--- config.mk ---
export PLATFORM = sky130hd
export DESIGN_NAME = ranging_frame_supervisor
export DESIGN_NICKNAME = d
export VERILOG_FILES = /design/src/rfs_pkg.sv /design/src/rfs_in_stage.sv /design/src/rfs_engine.sv /design/src/ranging_frame_supervisor.sv
export SDC_FILE = /design/constraint.sdc
export NUM_CORES = 1
export LEC_CHECK = 0
export BUFFER_PORTS_ARGS = -buffer_cell sky130_fd_sc_hd__buf_4
export CORE_MARGIN = 2
export CORE_UTILIZATION = 55
export DETAILED_ROUTE_END_ITERATION = 8
export MAX_ROUTING_LAYER = met4
export PLACE_DENSITY = 0.79
export RECOVER_POWER = 50
export SETUP_SLACK_MARGIN = 0.15
export SLEW_MARGIN = 20
export SYNTH_ARGS = -nofsm -noshare
export SYNTH_HDL_FRONTEND = slang
export SYNTH_HIERARCHICAL = 1
export SYNTH_SLANG_ARGS = --single-unit
--- constraint.sdc ---
create_clock -name clk -period 7.2 [get_ports clk]
set_clock_uncertainty 0.2 [all_clocks]
set_input_delay 2.16 -clock clk [delete_from_list [all_inputs] [get_ports clk]]
set_output_delay 2.16 -clock clk [all_outputs]
set_load 0.05 [all_outputs]
--- src/rfs_pkg.sv ---
// Package for the ranging frame supervisor: event item layout, status codes,
// configuration indexes and block constants. No dependencies.
`default_nettype none

package rfs_pkg;

	// Number of zones the sensor reports; zones at or above this are never valid.
	localparam int MAX_ZONES = 64;

	localparam logic [7:0] TSTAT_VALID_A = 8'd5;
	localparam logic [7:0] TSTAT_VALID_B = 8'd9;
	localparam logic [7:0] ZONE_NONE     = 8'hFF;
	localparam logic signed [15:0] DIST_NONE = -16'sd1;

	localparam int CFG_IDX_W  = 1;
	localparam int CFG_DATA_W = 16;
	localparam logic [CFG_IDX_W-1:0] CFG_STALE_LIMIT = 1'd0;
	localparam logic [CFG_IDX_W-1:0] CFG_MAX_ERRORS  = 1'd1;

	localparam logic [15:0] STALE_LIMIT_RST = 16'd500;
	localparam logic [7:0]  MAX_ERRORS_RST  = 8'd3;

	typedef enum logic [2:0] {
		OP_ZONE       = 3'd0,
		OP_BUS_ERR    = 3'd1,
		OP_POLL       = 3'd2,
		OP_START_OK   = 3'd3,
		OP_START_FAIL = 3'd4
	} op_t;

	typedef enum logic [1:0] {
		MODE_UNINIT  = 2'd0,
		MODE_RUNNING = 2'd1,
		MODE_ERROR   = 2'd2
	} mode_t;

	typedef enum logic [2:0] {
		ERR_NONE      = 3'd0,
		ERR_NOT_FOUND = 3'd1,
		ERR_INIT      = 3'd2,
		ERR_CONFIG    = 3'd3,
		ERR_START     = 3'd4,
		ERR_BUS       = 3'd5,
		ERR_STALE     = 3'd6
	} err_t;

	// One input event.
	typedef struct packed {
		logic [2:0]         op;
		logic [31:0]        now_ms;
		logic [5:0]         zone_index;
		logic signed [15:0] range_mm;
		logic [7:0]         target_status_code;
		logic [7:0]         target_count;
		logic               last_zone;
		logic [1:0]         fail_code;
		logic [7:0]         drv_status;
	} item_t;

	// One status result.
	typedef struct packed {
		logic [1:0]         run_state;
		logic [2:0]         err_code;
		logic [7:0]         last_api_code;
		logic               frame_done;
		logic [31:0]        frame_count;
		logic [63:0]        zone_mask;
		logic signed [15:0] min_distance;
		logic [7:0]         near_zone;
		logic [31:0]        fail_total;
		logic [31:0]        bus_error_count;
	} result_t;

	// Handshake between input stage and update engine.
	typedef struct packed {
		logic adv;     // engine takes the held item this cycle
	} stage_ctl_t;

endpackage

`default_nettype wire

--- src/rfs_in_stage.sv ---
// Input register stage of the ranging frame supervisor.
// Holds one accepted event; depends on rfs_pkg.
`default_nettype none

module rfs_in_stage (
	input  wire logic          clk,
	input  wire logic          arst_n,
	input  wire logic          in_valid,
	output logic               in_ready,
	input  wire rfs_pkg::item_t item,
	input  wire logic          adv,
	output rfs_pkg::item_t     item_s1,
	output logic               valid_s1
);

	assign in_ready = !valid_s1 || adv;

	always_ff @(posedge clk or negedge arst_n) begin
		if (!arst_n) begin
			valid_s1 <= 1'b0;
		end else if (in_ready) begin
			valid_s1 <= in_valid;
		end
	end

	always_ff @(posedge clk) begin
		if (in_ready && in_valid) begin
			item_s1 <= item;
		end
	end

endmodule

`default_nettype wire

--- src/rfs_engine.sv ---
// Update engine of the ranging frame supervisor: supervisor state, frame
// accumulation and the result register. Depends on rfs_pkg.
`default_nettype none

module rfs_engine (
	input  wire logic                clk,
	input  wire logic                arst_n,
	input  wire rfs_pkg::item_t      item_s1,
	input  wire logic                valid_s1,
	output rfs_pkg::stage_ctl_t      ctl,
	input  wire logic [15:0]         stale_limit,
	input  wire logic [7:0]          max_errors,
	output logic                     out_valid,
	input  wire logic                out_ready,
	output rfs_pkg::result_t         res
);

	rfs_pkg::mode_t     mode_q, mode_d;
	rfs_pkg::err_t      err_q, err_d;
	logic [7:0]         api_q, api_d;
	logic [7:0]         cons_q, cons_d;
	logic [31:0]        lft_q, lft_d;
	logic [31:0]        frames_q, frames_d;
	logic [63:0]        mask_q, mask_d;
	logic signed [15:0] best_dist_q, best_dist_d;
	logic [7:0]         best_zone_q, best_zone_d;
	logic [31:0]        fails_q, fails_d;
	logic [31:0]        bus_q, bus_d;
	logic               done_q, done_d;
	logic               out_valid_q;
	logic               fire;

	// Combinational scratch
	logic               running;
	logic               zone_ok;
	logic               fail;
	rfs_pkg::err_t      fail_kind;
	logic [7:0]         fail_api;
	logic [63:0]        mask_base;
	logic signed [15:0] best_base;
	logic [7:0]         best_zone_base;
	logic [7:0]         cons_inc;
	logic [31:0]        age;

	assign ctl.adv   = !out_valid_q || out_ready;
	assign fire      = valid_s1 && ctl.adv;

	assign running = (mode_q == rfs_pkg::MODE_RUNNING);
	assign zone_ok = ({1'b0, item_s1.zone_index} < 7'(rfs_pkg::MAX_ZONES))
		&& (item_s1.target_count != 8'd0)
		&& (item_s1.target_status_code == rfs_pkg::TSTAT_VALID_A
			|| item_s1.target_status_code == rfs_pkg::TSTAT_VALID_B)
		&& !item_s1.range_mm[15] && (item_s1.range_mm != 16'sd0);
	assign cons_inc = (cons_q == 8'hFF) ? cons_q : cons_q + 8'd1;
	assign age      = item_s1.now_ms - lft_q;

	always_comb begin
		mode_d      = mode_q;
		err_d       = err_q;
		api_d       = api_q;
		cons_d      = cons_q;
		lft_d       = lft_q;
		frames_d    = frames_q;
		mask_d      = mask_q;
		best_dist_d = best_dist_q;
		best_zone_d = best_zone_q;
		fails_d     = fails_q;
		bus_d       = bus_q;
		done_d      = 1'b0;
		fail        = 1'b0;
		fail_kind   = rfs_pkg::ERR_NONE;
		fail_api    = 8'd0;

		// Zone 0 opens a new frame from a cleared accumulator.
		if (item_s1.zone_index == 6'd0) begin
			mask_base      = '0;
			best_base      = rfs_pkg::DIST_NONE;
			best_zone_base = rfs_pkg::ZONE_NONE;
		end else begin
			mask_base      = mask_q;
			best_base      = best_dist_q;
			best_zone_base = best_zone_q;
		end

		case (rfs_pkg::op_t'(item_s1.op))
			rfs_pkg::OP_ZONE: begin
				if (running) begin
					mask_d      = mask_base;
					best_dist_d = best_base;
					best_zone_d = best_zone_base;
					if (item_s1.zone_index == 6'd0) begin
						lft_d  = item_s1.now_ms;
						cons_d = 8'd0;
					end
					if (zone_ok) begin
						mask_d = mask_base | (64'd1 << item_s1.zone_index);
						// strict compare keeps the earlier zone on a tie
						if (best_base[15] || (item_s1.range_mm < best_base)) begin
							best_dist_d = item_s1.range_mm;
							best_zone_d = {2'b00, item_s1.zone_index};
						end
					end
					if (item_s1.last_zone) begin
						frames_d = frames_q + 32'd1;
						done_d   = 1'b1;
					end
				end
			end
			rfs_pkg::OP_BUS_ERR: begin
				if (running) begin
					bus_d  = bus_q + 32'd1;
					cons_d = cons_inc;
					if (cons_inc >= max_errors) begin
						fail      = 1'b1;
						fail_kind = rfs_pkg::ERR_BUS;
						fail_api  = item_s1.drv_status;
					end
				end
			end
			rfs_pkg::OP_POLL: begin
				if (running && (age > {16'd0, stale_limit})) begin
					fail      = 1'b1;
					fail_kind = rfs_pkg::ERR_STALE;
				end
			end
			rfs_pkg::OP_START_OK: begin
				mode_d = rfs_pkg::MODE_RUNNING;
				err_d  = rfs_pkg::ERR_NONE;
				cons_d = 8'd0;
				lft_d  = item_s1.now_ms;
			end
			rfs_pkg::OP_START_FAIL: begin
				cons_d    = 8'd0;
				fail      = 1'b1;
				fail_kind = rfs_pkg::err_t'({1'b0, item_s1.fail_code} + 3'd1);
				fail_api  = item_s1.drv_status;
			end
			default: begin
			end
		endcase

		if (fail) begin
			mode_d  = rfs_pkg::MODE_ERROR;
			err_d   = fail_kind;
			api_d   = fail_api;
			fails_d = fails_q + 32'd1;
		end
	end

	// State only moves when an item is processed; the state registers
	// then double as the result register.
	always_ff @(posedge clk or negedge arst_n) begin
		if (!arst_n) begin
			mode_q      <= rfs_pkg::MODE_UNINIT;
			err_q       <= rfs_pkg::ERR_NONE;
			api_q       <= 8'd0;
			cons_q      <= 8'd0;
			lft_q       <= 32'd0;
			frames_q    <= 32'd0;
			mask_q      <= 64'd0;
			best_dist_q <= rfs_pkg::DIST_NONE;
			best_zone_q <= rfs_pkg::ZONE_NONE;
			fails_q     <= 32'd0;
			bus_q       <= 32'd0;
			done_q      <= 1'b0;
			out_valid_q <= 1'b0;
		end else begin
			if (fire) begin
				mode_q      <= mode_d;
				err_q       <= err_d;
				api_q       <= api_d;
				cons_q      <= cons_d;
				lft_q       <= lft_d;
				frames_q    <= frames_d;
				mask_q      <= mask_d;
				best_dist_q <= best_dist_d;
				best_zone_q <= best_zone_d;
				fails_q     <= fails_d;
				bus_q       <= bus_d;
				done_q      <= done_d;
			end
			if (ctl.adv) begin
				out_valid_q <= valid_s1;
			end
		end
	end

	assign out_valid           = out_valid_q;
	assign res.run_state       = mode_q;
	assign res.err_code        = err_q;
	assign res.last_api_code   = api_q;
	assign res.frame_done      = done_q;
	assign res.frame_count     = frames_q;
	assign res.zone_mask       = mask_q;
	assign res.min_distance    = best_dist_q;
	assign res.near_zone       = best_zone_q;
	assign res.fail_total      = fails_q;
	assign res.bus_error_count = bus_q;

`ifndef SYNTHESIS
	a_start_runs: assert property (@(posedge clk) disable iff (!arst_n)
		fire && (item_s1.op == rfs_pkg::OP_START_OK) |=> mode_q == rfs_pkg::MODE_RUNNING)
		else $error("start ok did not enter running");
	a_done_running: assert property (@(posedge clk) disable iff (!arst_n)
		done_q |-> mode_q == rfs_pkg::MODE_RUNNING)
		else $error("frame completed outside running");
	a_none_pair: assert property (@(posedge clk) disable iff (!arst_n)
		(best_zone_q == rfs_pkg::ZONE_NONE) == (best_dist_q == rfs_pkg::DIST_NONE))
		else $error("minimum distance and zone disagree");
	a_hold_stall: assert property (@(posedge clk) disable iff (!arst_n)
		!fire |=> $stable(bus_q) && $stable(fails_q) && $stable(frames_q))
		else $error("counters moved without a processed item");
`endif

endmodule

`default_nettype wire

--- src/ranging_frame_supervisor.sv ---
// Ranging frame supervisor top level: ports, configuration registers and
// the two pipeline parts. Depends on rfs_pkg, rfs_in_stage, rfs_engine.
//
// Usage:
//  - Events enter on the in channel (in_valid/in_ready); one transfer moves
//    one event (op plus its fields). Each event yields exactly one status
//    transfer on the out channel (out_valid/out_ready).
//  - An event is first held in the input register; the engine then processes
//    it into the state registers, which show its status until it is taken.
//  - Throughput: one event per cycle while the receiver keeps out_ready high;
//    the single update engine does all state changes for an event at once.
//  - A stalled receiver holds the status register; one more event is still
//    taken into the input register, after which in_ready drops.
//  - Reset (arst_n low) clears everything: uninitialised mode, no error,
//    counters zero, no minimum (-1 / zone 255), stale limit 500 ms, bus error
//    limit 3. No clearing pass is needed; events are taken right after reset.
//  - Configuration: cfg_we, cfg_idx (0 stale limit, 1 error limit), cfg_wdata,
//    written at once. Write only while no event is in flight (not checked).
`default_nettype none

module ranging_frame_supervisor (
	input  wire logic                            clk,
	input  wire logic                            arst_n,
	input  wire logic                            cfg_we,
	input  wire logic [rfs_pkg::CFG_IDX_W-1:0]   cfg_idx,
	input  wire logic [rfs_pkg::CFG_DATA_W-1:0]  cfg_wdata,
	input  wire logic                            in_valid,
	output logic                                 in_ready,
	input  wire logic [2:0]                      op,
	input  wire logic [31:0]                     now_ms,
	input  wire logic [5:0]                      zone_index,
	input  wire logic signed [15:0]              range_mm,
	input  wire logic [7:0]                      target_status_code,
	input  wire logic [7:0]                      target_count,
	input  wire logic                            last_zone,
	input  wire logic [1:0]                      fail_code,
	input  wire logic [7:0]                      drv_status,
	output logic                                 out_valid,
	input  wire logic                            out_ready,
	output logic [1:0]                           run_state,
	output logic [2:0]                           err_code,
	output logic [7:0]                           last_api_code,
	output logic                                 frame_done,
	output logic [31:0]                          frame_count,
	output logic [63:0]                          zone_mask,
	output logic signed [15:0]                   min_distance,
	output logic [7:0]                           near_zone,
	output logic [31:0]                          fail_total,
	output logic [31:0]                          bus_error_count
);

	logic [15:0]         stale_limit_q;
	logic [7:0]          max_errors_q;
	rfs_pkg::item_t      item;
	rfs_pkg::item_t      item_s1;
	logic                valid_s1;
	rfs_pkg::stage_ctl_t ctl;
	rfs_pkg::result_t    res;

	// Configuration registers; unknown indexes are dropped.
	always_ff @(posedge clk or negedge arst_n) begin
		if (!arst_n) begin
			stale_limit_q <= rfs_pkg::STALE_LIMIT_RST;
			max_errors_q  <= rfs_pkg::MAX_ERRORS_RST;
		end else if (cfg_we) begin
			case (cfg_idx)
				rfs_pkg::CFG_STALE_LIMIT: stale_limit_q <= cfg_wdata;
				rfs_pkg::CFG_MAX_ERRORS:  max_errors_q  <= cfg_wdata[7:0];
				default: begin
				end
			endcase
		end
	end

	assign item.op                 = op;
	assign item.now_ms             = now_ms;
	assign item.zone_index         = zone_index;
	assign item.range_mm           = range_mm;
	assign item.target_status_code = target_status_code;
	assign item.target_count       = target_count;
	assign item.last_zone          = last_zone;
	assign item.fail_code          = fail_code;
	assign item.drv_status         = drv_status;

	// Input register: frees up as soon as the engine takes its item.
	rfs_in_stage u_in_stage (
		.clk      (clk),
		.arst_n   (arst_n),
		.in_valid (in_valid),
		.in_ready (in_ready),
		.item     (item),
		.adv      (ctl.adv),
		.item_s1  (item_s1),
		.valid_s1 (valid_s1)
	);

	// Engine: one event per cycle unless stalled; state registers are the output.
	rfs_engine u_engine (
		.clk         (clk),
		.arst_n      (arst_n),
		.item_s1     (item_s1),
		.valid_s1    (valid_s1),
		.ctl         (ctl),
		.stale_limit (stale_limit_q),
		.max_errors  (max_errors_q),
		.out_valid   (out_valid),
		.out_ready   (out_ready),
		.res         (res)
	);

	assign run_state       = res.run_state;
	assign err_code        = res.err_code;
	assign last_api_code   = res.last_api_code;
	assign frame_done      = res.frame_done;
	assign frame_count     = res.frame_count;
	assign zone_mask       = res.zone_mask;
	assign min_distance    = res.min_distance;
	assign near_zone       = res.near_zone;
	assign fail_total      = res.fail_total;
	assign bus_error_count = res.bus_error_count;

endmodule

`default_nettype wire

; ---- Word-level counts from Yosys, hierarchy flattened
; Index checks and enable logic that the tools add are counted.
[totals]
regBits = 348
input_bits = 106
out_inout_bits = 200
wordCells = 112
[op_classes]
n_addsub = 6
order_cmp = 3
eq_ne = 11
n_shift = 1
mux = 34
n_bitwise = 2
n_reduce_logical = 30
[ops]
columns = operator, count
row1 = 64-bit 2-to-1 mux, 2
row2 = 32-bit by 1-bit adder with 32-bit output (second input constant), 3
row3 = 8-bit 2-to-1 mux, 9
row4 = 32-bit 2-to-1 mux, 2
row5 = 64-bit OR, 1
row6 = 32-bit one-hot mux with 2 select lines, 1
row7 = 1-bit by 6-bit << shifter with 64-bit output (first input constant), 1
row8 = 16-bit 2-to-1 mux, 3
row9 = 32-bit by 16-bit > comparator with 1-bit output, 1
row10 = 32-bit subtractor, 1
row11 = 8-bit one-hot mux with 3 select lines, 1
row12 = 16-bit < comparator, 1
row13 = 8-bit one-hot mux with 2 select lines, 1
row14 = 16-bit nonzero test, 1
row15 = 3-bit 2-to-1 mux, 5
row16 = 3-bit one-hot mux with 3 select lines, 1
row17 = 8-bit by 1-bit adder with 8-bit output (second input constant), 1
row18 = 8-bit by 3-bit == test with 1-bit output (second input constant), 1
row19 = 8-bit by 4-bit == test with 1-bit output (second input constant), 1
row20 = 8-bit == test (second input constant), 1
row21 = 8-bit greater-or-equal comparator, 1
row22 = 2-bit AND reduction, 4
row23 = 4-bit AND reduction, 2
row24 = 8-bit nonzero test, 1
row25 = 20 further kinds, 41

; ---- Longest topological paths before layout
; Gate-level depths: netlist of run 1.
[depth]
ltp_word = 8
mapped_depth = 21
mapped_depth_nobuf = 19

; ---- Hierarchy
; Netlist of run 1, hierarchy kept.
[by_module_without_submodules]
columns = module, instances, cells_each, area_per_inst_um2, seq_area_each_um2
row1 = rfs_engine, 1, 1460, 13452.9, 6010.8
row2 = rfs_in_stage, 1, 88, 2576.2, 2547.4
row3 = ranging_frame_supervisor, 1, 52, 954.7, 610.6

; ---- Worst setup path before layout of run 1
; Ideal clock, no wire load.
[synth_timing]
path_kind = input to output
startpoint = input port out_ready
endpoint = output port in_ready
arrival_ns = 2.564
t_required_ns = 4.840
setup_slack_ns = 2.276
cell_stages = 2
n_path_buf = 0
cell_sequence = nand2b_1 nand2b_4
[synth_between]
elab_chain_len = 2
[synth_lines]
columns = element, line
row1 = "start, declared", ranging_frame_supervisor.sv:39  ; input wire logic out_ready,
row2 = 1-bit logical OR, rfs_engine.sv:45  ; assign ctl.adv = !out_valid_q || out_ready;
row3 = 1-bit logical OR, rfs_in_stage.sv:16  ; assign in_ready = !valid_s1 || adv;
row4 = "end, declared", ranging_frame_supervisor.sv:28  ; output logic in_ready,
; No other way between the ends.

; ---- Worst setup path after layout of run 1
[layout_timing]
startpoint = register u_in_stage/item_s1[49] (netlist name)
endpoint = register u_engine.fails_q[1]
[layout_between]
elab_chain_len = 6
[layout_lines]
columns = element, line
row1 = 32-bit subtractor, rfs_engine.sv:55  ; assign age = item_s1.now_ms - lft_q;
row2 = 32-bit by 16-bit > comparator with 1-bit output, rfs_engine.sv:121  ; if (running && (age > {16'd0, stale_limit})) begin
row3 = 1-bit logical AND, rfs_engine.sv:121
row4 = 1-bit 2-to-1 mux, rfs_engine.sv:121
row5 = 1-bit one-hot mux with 3 select lines, rfs_engine.sv:85  ; case (rfs_pkg::op_t'(item_s1.op))
row6 = 2-bit AND reduction (no source line), --
row7 = "end signal, assigned", rfs_engine.sv:178  ; fails_q <= fails_d;
row8 = "end, declared", rfs_engine.sv:27  ; logic [31:0] fails_q, fails_d;
; No other way between the ends.
; A chain may end at the register's enable or synchronous reset.

==> results of run 1 <==
==> routing by layer <==
| metal | vias to the layer above | global-route usage [%] | wire (um) | part of all wire [%] |
|---|---|---|---|---|
| met5 | - | - | 0 | 0 |
| met4 | 0 | 10.47 | 1714 | 4.1 |
| met3 | 103 | 4.457 | 2239 | 5.4 |
| met2 | 427 | 41.50 | 19640 | 47 |
| met1 | 6436 | 34.39 | 17900 | 43 |
| li1 | 6360 | - | - | - |
==> how the worst max path moves through the flow <==
stage	endpoint	slack [ps]	cells after the start
after floorplan	in_ready	2280	2
after global placement	u_engine/fails_q[1]$_DFFE_PN0P_	1650	19
after detailed placement	u_engine/fails_q[1]$_DFFE_PN0P_	1560	19
after CTS	u_engine/fails_q[1]$_DFFE_PN0P_	1530	19
after global routing	u_engine/fails_q[1]$_DFFE_PN0P_	1190	19
final	u_engine/fails_q[1]$_DFFE_PN0P_	1520	19
==> kinds of logic (layout without fill, tap and decap cells) <==
kind of cell | after synthesis | count (layout)
compound gates | 347 | 347
mux | 34 | 34
flops | 348 | 348
other cells | 0 | 3
fa+ha+maj | 76 | 76
xor+xnor | 107 | 107
buf+inv | 131 | 450
simple gates | 557 | 557
==> cells in the mapped netlist, types with 8 or more instances <==
cell type	n
dfstp_2	32
xor2_1	21
nand2_1	201
a31oi_1	8
nand4_1	32
inv_1	73
mux2_2	17
nand3_1	61
and3_1	30
nand2b_1	18
a22o_1	15
mux2_4	10
dfrtp_1	232
clkbuf_1	36
o21a_1	14
o22a_1	17
xnor2_1	86
o211ai_1	18
buf_2	13
edfxtp_1	84
and2_1	11
nor3_1	50
nor2_1	79
a21oi_1	70
nor4_1	33
o21ai_0	118
or3_1	10
a21o_1	10
ha_1	75
==> registers in the layout, summed over array words and instances, names as in the netlist, 2 cells and up <==
name,count
u_engine/lft_q,32
u_engine/cons_q,8
u_engine/mode_q,2
u_engine/frames_q,32
stale_limit_q,16
u_engine/mask_q,64
u_engine/api_q,8
u_engine/err_q,3
u_engine/best_dist_q,16
u_engine/best_zone_q,8
max_errors_q,8
u_engine/fails_q,32
u_in_stage/item_s1,84
u_engine/bus_q,32
==> critical path: stages (launching register included) <==
cell	delay (ps)
edfxtp_1	340
inv_1	50
ha_1	230
fa_1	410
nand2b_1	190
a21o_1	220
a211oi_1	400
nor3_1	120
xnor2_1	140
ha_1	300
nand4_1	140
nor3_1	250
mux2i_1	210
a21oi_1	60
nor3_1	180
nand4_1	110
or4b_4	530
or2_1	590
a21oi_4	510
mux2_2	380
==> per-stage QoR <==
stage	instance area, um^2	hold slack (ps)	util, %	total power (uW)
floorplan	16980	248.1	-	3300
global route	20620	300.9	67.59	5871
global placement	19550	253.4	64.07	3674
finish	20620	278.5	67.59	5579
CTS	20780	276.7	68.10	5630
detailed placement	19550	262.6	64.07	3712
==> report_power, final <==
part / total (uW) / switching (uW) / leakage, uW / internal [uW]
registers: 2280 / 98.3 / 0.00420 / 2180
clock network: 1900 / 763 / 0.000609 / 1140
logic: 1400 / 876 / 0.00431 / 520
==> area by class of cell <==
cell class | instances | share of cell area, %
timing repair buffer | 311 | 10.79
sequential | 348 | 44.46
antenna | 3 | 0.03640
tap | 396 | 2.403
clock inverter | 18 | 0.8858
clock buffer | 48 | 5.084
multi-input combinational | 1121 | 35.01
inverter | 73 | 1.329
==> summary.md, run 1 <==
| Metric | Value |
|---|---|
| Overflow after GRT | 0 |
| Fillers | 2345 |
| Synth Area in XOR/XNOR | ~5.5% |
| Post-Syn Nets | roughly 1800 |
| Reg-to-reg endpoint | u_engine/fails_q[1]$_DFFE_PN0P_ |
| R2R setup slack | 1520 ps |
| Post-Route WL | 41490 um |
| DRC | 0 |
| Critical path origin | u_in_stage/item_s1[49]$_DFFE_PP_ |
| Sequential element share of the synthesized area | 53.99% |
| YS warnings | 6 |
| Adder-cell share of the synthesized area | 5.643% |
| CTS tree | built |
| Max Transition Viols Final | 89 |
| Worst-Margin Slew | around 2900 ps |
| Layout cells sized above 1 | ~21% |
| Relative slew slack | -93.59% |
| Number of library cell types mapped by synthesis | slightly below 80 |
| Area share of and/or/nand/nor cells after synthesis | about 16% |
| Core area | 30510 um^2 |
| Post-synth top area share | between 30% and 40% |
| Largest family of logic cells by synthesized area | simple AND/OR/NAND/NOR gates |
| Async set-reset flop share out of synthesis | ~76% |
| Worst hold start | u_engine/mask_q[19]$_DFFE_PN0P_ |
| Final setup margin | 1515 ps |
| CTS root buffer | clkbuf_16 |
| ANT nets after route | 0 |
| Final worst path period share | 78.96% |
| Global-route wire length before repair | 67890 um |
| Initial antenna violation count | 3 |
| Critical Path RT | 7400 ps |
| Total GRT Usage | 26.39% |
| Seq. cell area | 9169 um^2 |
| Commonest cells after routing, fill and taps aside | 232 x dfrtp_1, 200 x nand2_1, 186 x buf_4 |
| # rows | 64 |
| # placed instances | 2248 |
| Crit-path max FO | 27 |
| Top cells by area, synth | dfrtp_1 34%, edfxtp_1 15%, ha_1 5.5%, dfstp_2 5.0%, nand2_1 4.4% |
| Max Root-Sink Buffers | 3 |
| Post-DP HPWL | roughly 30000 um |
| Max Fclk | 0.1759 GHz |
| 1st-iter DRT viols | 946 |
| PwrDens | about 270 nW/um^2 |
| Setup TNS | 0 ps |
| Area delta synth->final | 21.42% |
| Hold path endpoint | u_engine/mask_q[19]$_DFFE_PN0P_ |
| Status | finished with violations |
| Post-synth EDFFs | 84 |
| Multi-input logic area | 7221 um^2 |
| Vias | 13326 |
| Reg-to-Reg Start | u_in_stage/item_s1[49]$_DFFE_PP_ |
| Worst Path Arrival | 5890 ps |
| Final net count | 2074 |
| Area leader, netlist | dfrtp_1 |
| Synth Register Bits | around 350 |
| Wire length per cell | 17.90 um |
| First-pass DRT Iterations | 7 |
| Vias in the first global route | 13155 |
| Synth Area in Compound Gates | 13.16% |
| Io pins | 306 |
| Top FF cell, synth | dfrtp_1 |
| Final GP Congestion | about 0.90 |
| Maximum capacitance violations | 3 |
| Reg clk slew, reported paths | 60 ps |
| Commonest non-fill, non-tap cell in the layout | dfrtp_1 |
| Die Wd | 179.7 um |
| CP Class | flip-flop to flip-flop |
| Initial core utilization | between 50% and 60% |
| RSZ-0062 raised after global routing | no |
| Total CTS buffers | 37 |
| Full die area | 32300 um^2 |
| PostCTS Resize Cnt | 0 |
| Post-CTS setup buffers | 0 |
| VDD IR max | 0.2267 mV |
| Final Non-Filler Cells | about 2300 |
| Synthesized cell area | roughly 17000 um^2 |
| Worst skew pair latency | 510 ps |
| Cells after Synth | 1600 |
| Worst r2r path cells | 19 |
| Static leakage | 0.009123 uW |
| Hold Crit Depth | 2 |
| DR vias/cell | 5.749 |
| Hold buffers post-CTS | 0 |
| Post-route minimum period | 5685 ps |
| Mux cell area share after synthesis | 2.424% |
| Final Setup Violations | 0 |
| Failing checks | max-capacitance violations, max-slew violations |
| Die Ht | approximately 180 um |
| Crit end category | flip-flop |
| CTS sink count | about 350 |
| Final hold vios | 0 |
| Hold crit path type | flip-flop to flip-flop |
| Place WS | 1565 ps |
| Avg Cell Area, Syn | 10.61 um^2 |
| Largest net degree at the start of global routing | around 130 |
| IO Port Bufs | 305 |
| Type of origin of the critical path | flip-flop |
| H-tree levels | 2 |
(Power assumes the default switching activity.)
==> inputs of run 2 (changes only) <==
==> constraint.sdc (replaced) <==
create_clock -name clk -period 5.29 [get_ports clk]
set_clock_uncertainty 0.2 [all_clocks]
set_input_delay 1.587 -clock clk [delete_from_list [all_inputs] [get_ports clk]]
set_output_delay 1.587 -clock clk [all_outputs]
set_load 0.05 [all_outputs]
==> summary.md, run 2 (synthesis results as in run 1) <==
| Metric | Value |
|---|---|
| Total CTS buffers | 37 |
| Total GRT Usage | 27.07% |
| Final GP Congestion | 0.8888 |
| Critical Path RT | 5490 ps |
| Die Ht | approximately 180 um |
| Worst skew pair latency | 530 ps |
| DRC | 0 |
| Die Wd | 179.7 um |
| Fillers | between 2000 and 2500 |
| DR vias/cell | 5.799 |
| Wire length per cell | about 18 um |
| Crit-path max FO | 11 |
| Area delta synth->final | 22.17% |
| Hold crit path type | flip-flop to flip-flop |
| Maximum capacitance violations | 3 |
| Post-Route WL | 42440 um |
| Largest net degree at the start of global routing | 102 |
| Final hold vios | 0 |
| Hold buffers post-CTS | 0 |
| Reg-to-Reg Start | u_in_stage/item_s1[49]$_DFFE_PP_ |
| CTS root buffer | clkbuf_16 |
| Relative slew slack | -110.4% |
| Seq. cell area | 9169 um^2 |
| ANT nets after route | 0 |
| Commonest cells after routing, fill and taps aside | 232 x dfrtp_1, 214 x buf_4, 199 x nand2_1 |
| Final Setup Violations | 0 |
| IO Port Bufs | around 310 |
| Vias | 13501 |
| Final net count | approximately 2100 |
| Initial antenna violation count | 3 |
| Reg clk slew, reported paths | 60 ps |
| Top flop regs | u_in_stage/item_s1 x84, u_engine/mask_q x64 |
| Static leakage | 0.009218 uW |
| Setup TNS | 0 ps |
| Crit end category | flip-flop |
| CTS tree | built |
| Final setup margin | around 350 ps |
| Multi-input logic area | 7277 um^2 |
| Place WS | 147.6 ps |
| Core area | approximately 31000 um^2 |
| Type of origin of the critical path | flip-flop |
| Post-route minimum period | 4945 ps |
| Full die area | 32300 um^2 |
| Worst-Margin Slew | 3156 ps |
| RSZ-0062 raised after global routing | no |
| CTS sink count | 348 |
| PwrDens | 364.6 nW/um^2 |
| Failing checks | max-capacitance violations, max-slew violations |
| Status | finished with violations |
| Max reg flops | 84 |
| Overflow after GRT | 0 |
| First-pass DRT Iterations | 5 |
| Final worst path period share | 93.48% |
| Worst hold start | u_engine/frames_q[31]$_DFFE_PN0P_ |
| VDD IR max | just over 0.3 mV |
| Worst Path Arrival | 5150 ps |
| Post-DP HPWL | 30900 um |
| # rows | 64 |
| CP Class | flip-flop to flip-flop |
| Io pins | 306 |
| 1st-iter DRT viols | 1144 |
| Commonest non-fill, non-tap cell in the layout | dfrtp_1 |
| Initial core utilization | between 50% and 60% |
| H-tree levels | 2 |
| Largest register by flop count | u_in_stage/item_s1 |
| Critical path origin | u_in_stage/item_s1[49]$_DFFE_PP_ |
| Max Root-Sink Buffers | 3 |
| Max Transition Viols Final | 189 |
| Total power | 7565 uW |
| Global-route wire length before repair | 69930 um |
| Layout cells sized above 1 | 23.12% |
| Vias in the first global route | between 10000 and 15000 |
| Max Fclk | 0.2022 GHz |
run 2: layer usage:
layer	share of wire (%)	global-route usage, %	routed length (um)	vias up
met1	43	35.69	18270	6540
met2	47	42.68	20150	473
li1	-	-	-	6381
met4	4.0	10.44	1695	0
met3	5.5	3.991	2324	107
met5	0	-	0	-
run 2: layout make-up:
cell class              count  area share (%)
repair buffers            322           11.29
diodes                      3         0.03618
multi-input cells        1121           35.07
clock buffers              48           4.758
inverters                  73           1.321
clock inverters            17          0.9468
flip-flops and latches    348           44.19
well taps                 396           2.388
run 2: metrics by stage:
step	cell area [um^2]	hold WS [ps]	util, %	instances
2_1_floorplan	16980	248.1	-	1600
3_3_place_gp	19630	251.4	64.34	2259
3_5_place_dp	19630	262.3	64.34	2259
4_1_cts	20820	276.9	68.23	2324
5_1_grt	20750	293.4	68.01	2328
6_report	20750	272.2	68.01	2328
run 2: final timing paths:
kind	cells past startpoint	slack, ps	end
min in group asynchronous	1	1660	u_engine/fails_q[5]$_DFFE_PN0P_
min	1	270	u_engine/frames_q[31]$_DFFE_PN0P_
max in group asynchronous	2	860	u_engine/mask_q[2]$_DFFE_PN0P_
min reg2reg	1	270	u_engine/frames_q[31]$_DFFE_PN0P_
max reg2reg	20	350	u_engine/fails_q[13]$_DFFE_PN0P_
max	20	350	u_engine/fails_q[13]$_DFFE_PN0P_
run 2: repair_timing:
action,CTS,global route
buffers inserted,0,1
pin swaps,0,4
endpoints found under the setup margin,2,40
resized for setup,1,12
run 2: worst max-delay path, cell delays in order (launching register included):
cell	delay, ps
edfxtp_1	350
inv_1	50
ha_1	230
fa_2	360
nand2b_1	180
a21o_1	260
a211oi_2	320
nor3_1	100
xnor2_1	130
ha_1	310
nand4_1	150
nor3_2	190
mux2i_1	210
a21oi_1	60
nor3_1	190
nand4_1	110
or4b_4	550
or2_4	310
buf_4	200
a221oi_2	250
nand3_1	90
run 2: where the power goes:
group / switching (uW) / leakage, uW / internal [uW] / total, uW
Combinational: 1210 / 0.00444 / 711 / 1920
Clock: 1060 / 0.000572 / 1480 / 2540
Sequential: 134 / 0.00420 / 2980 / 3110
Total: 2400 / 0.00922 / 5170 / 7560
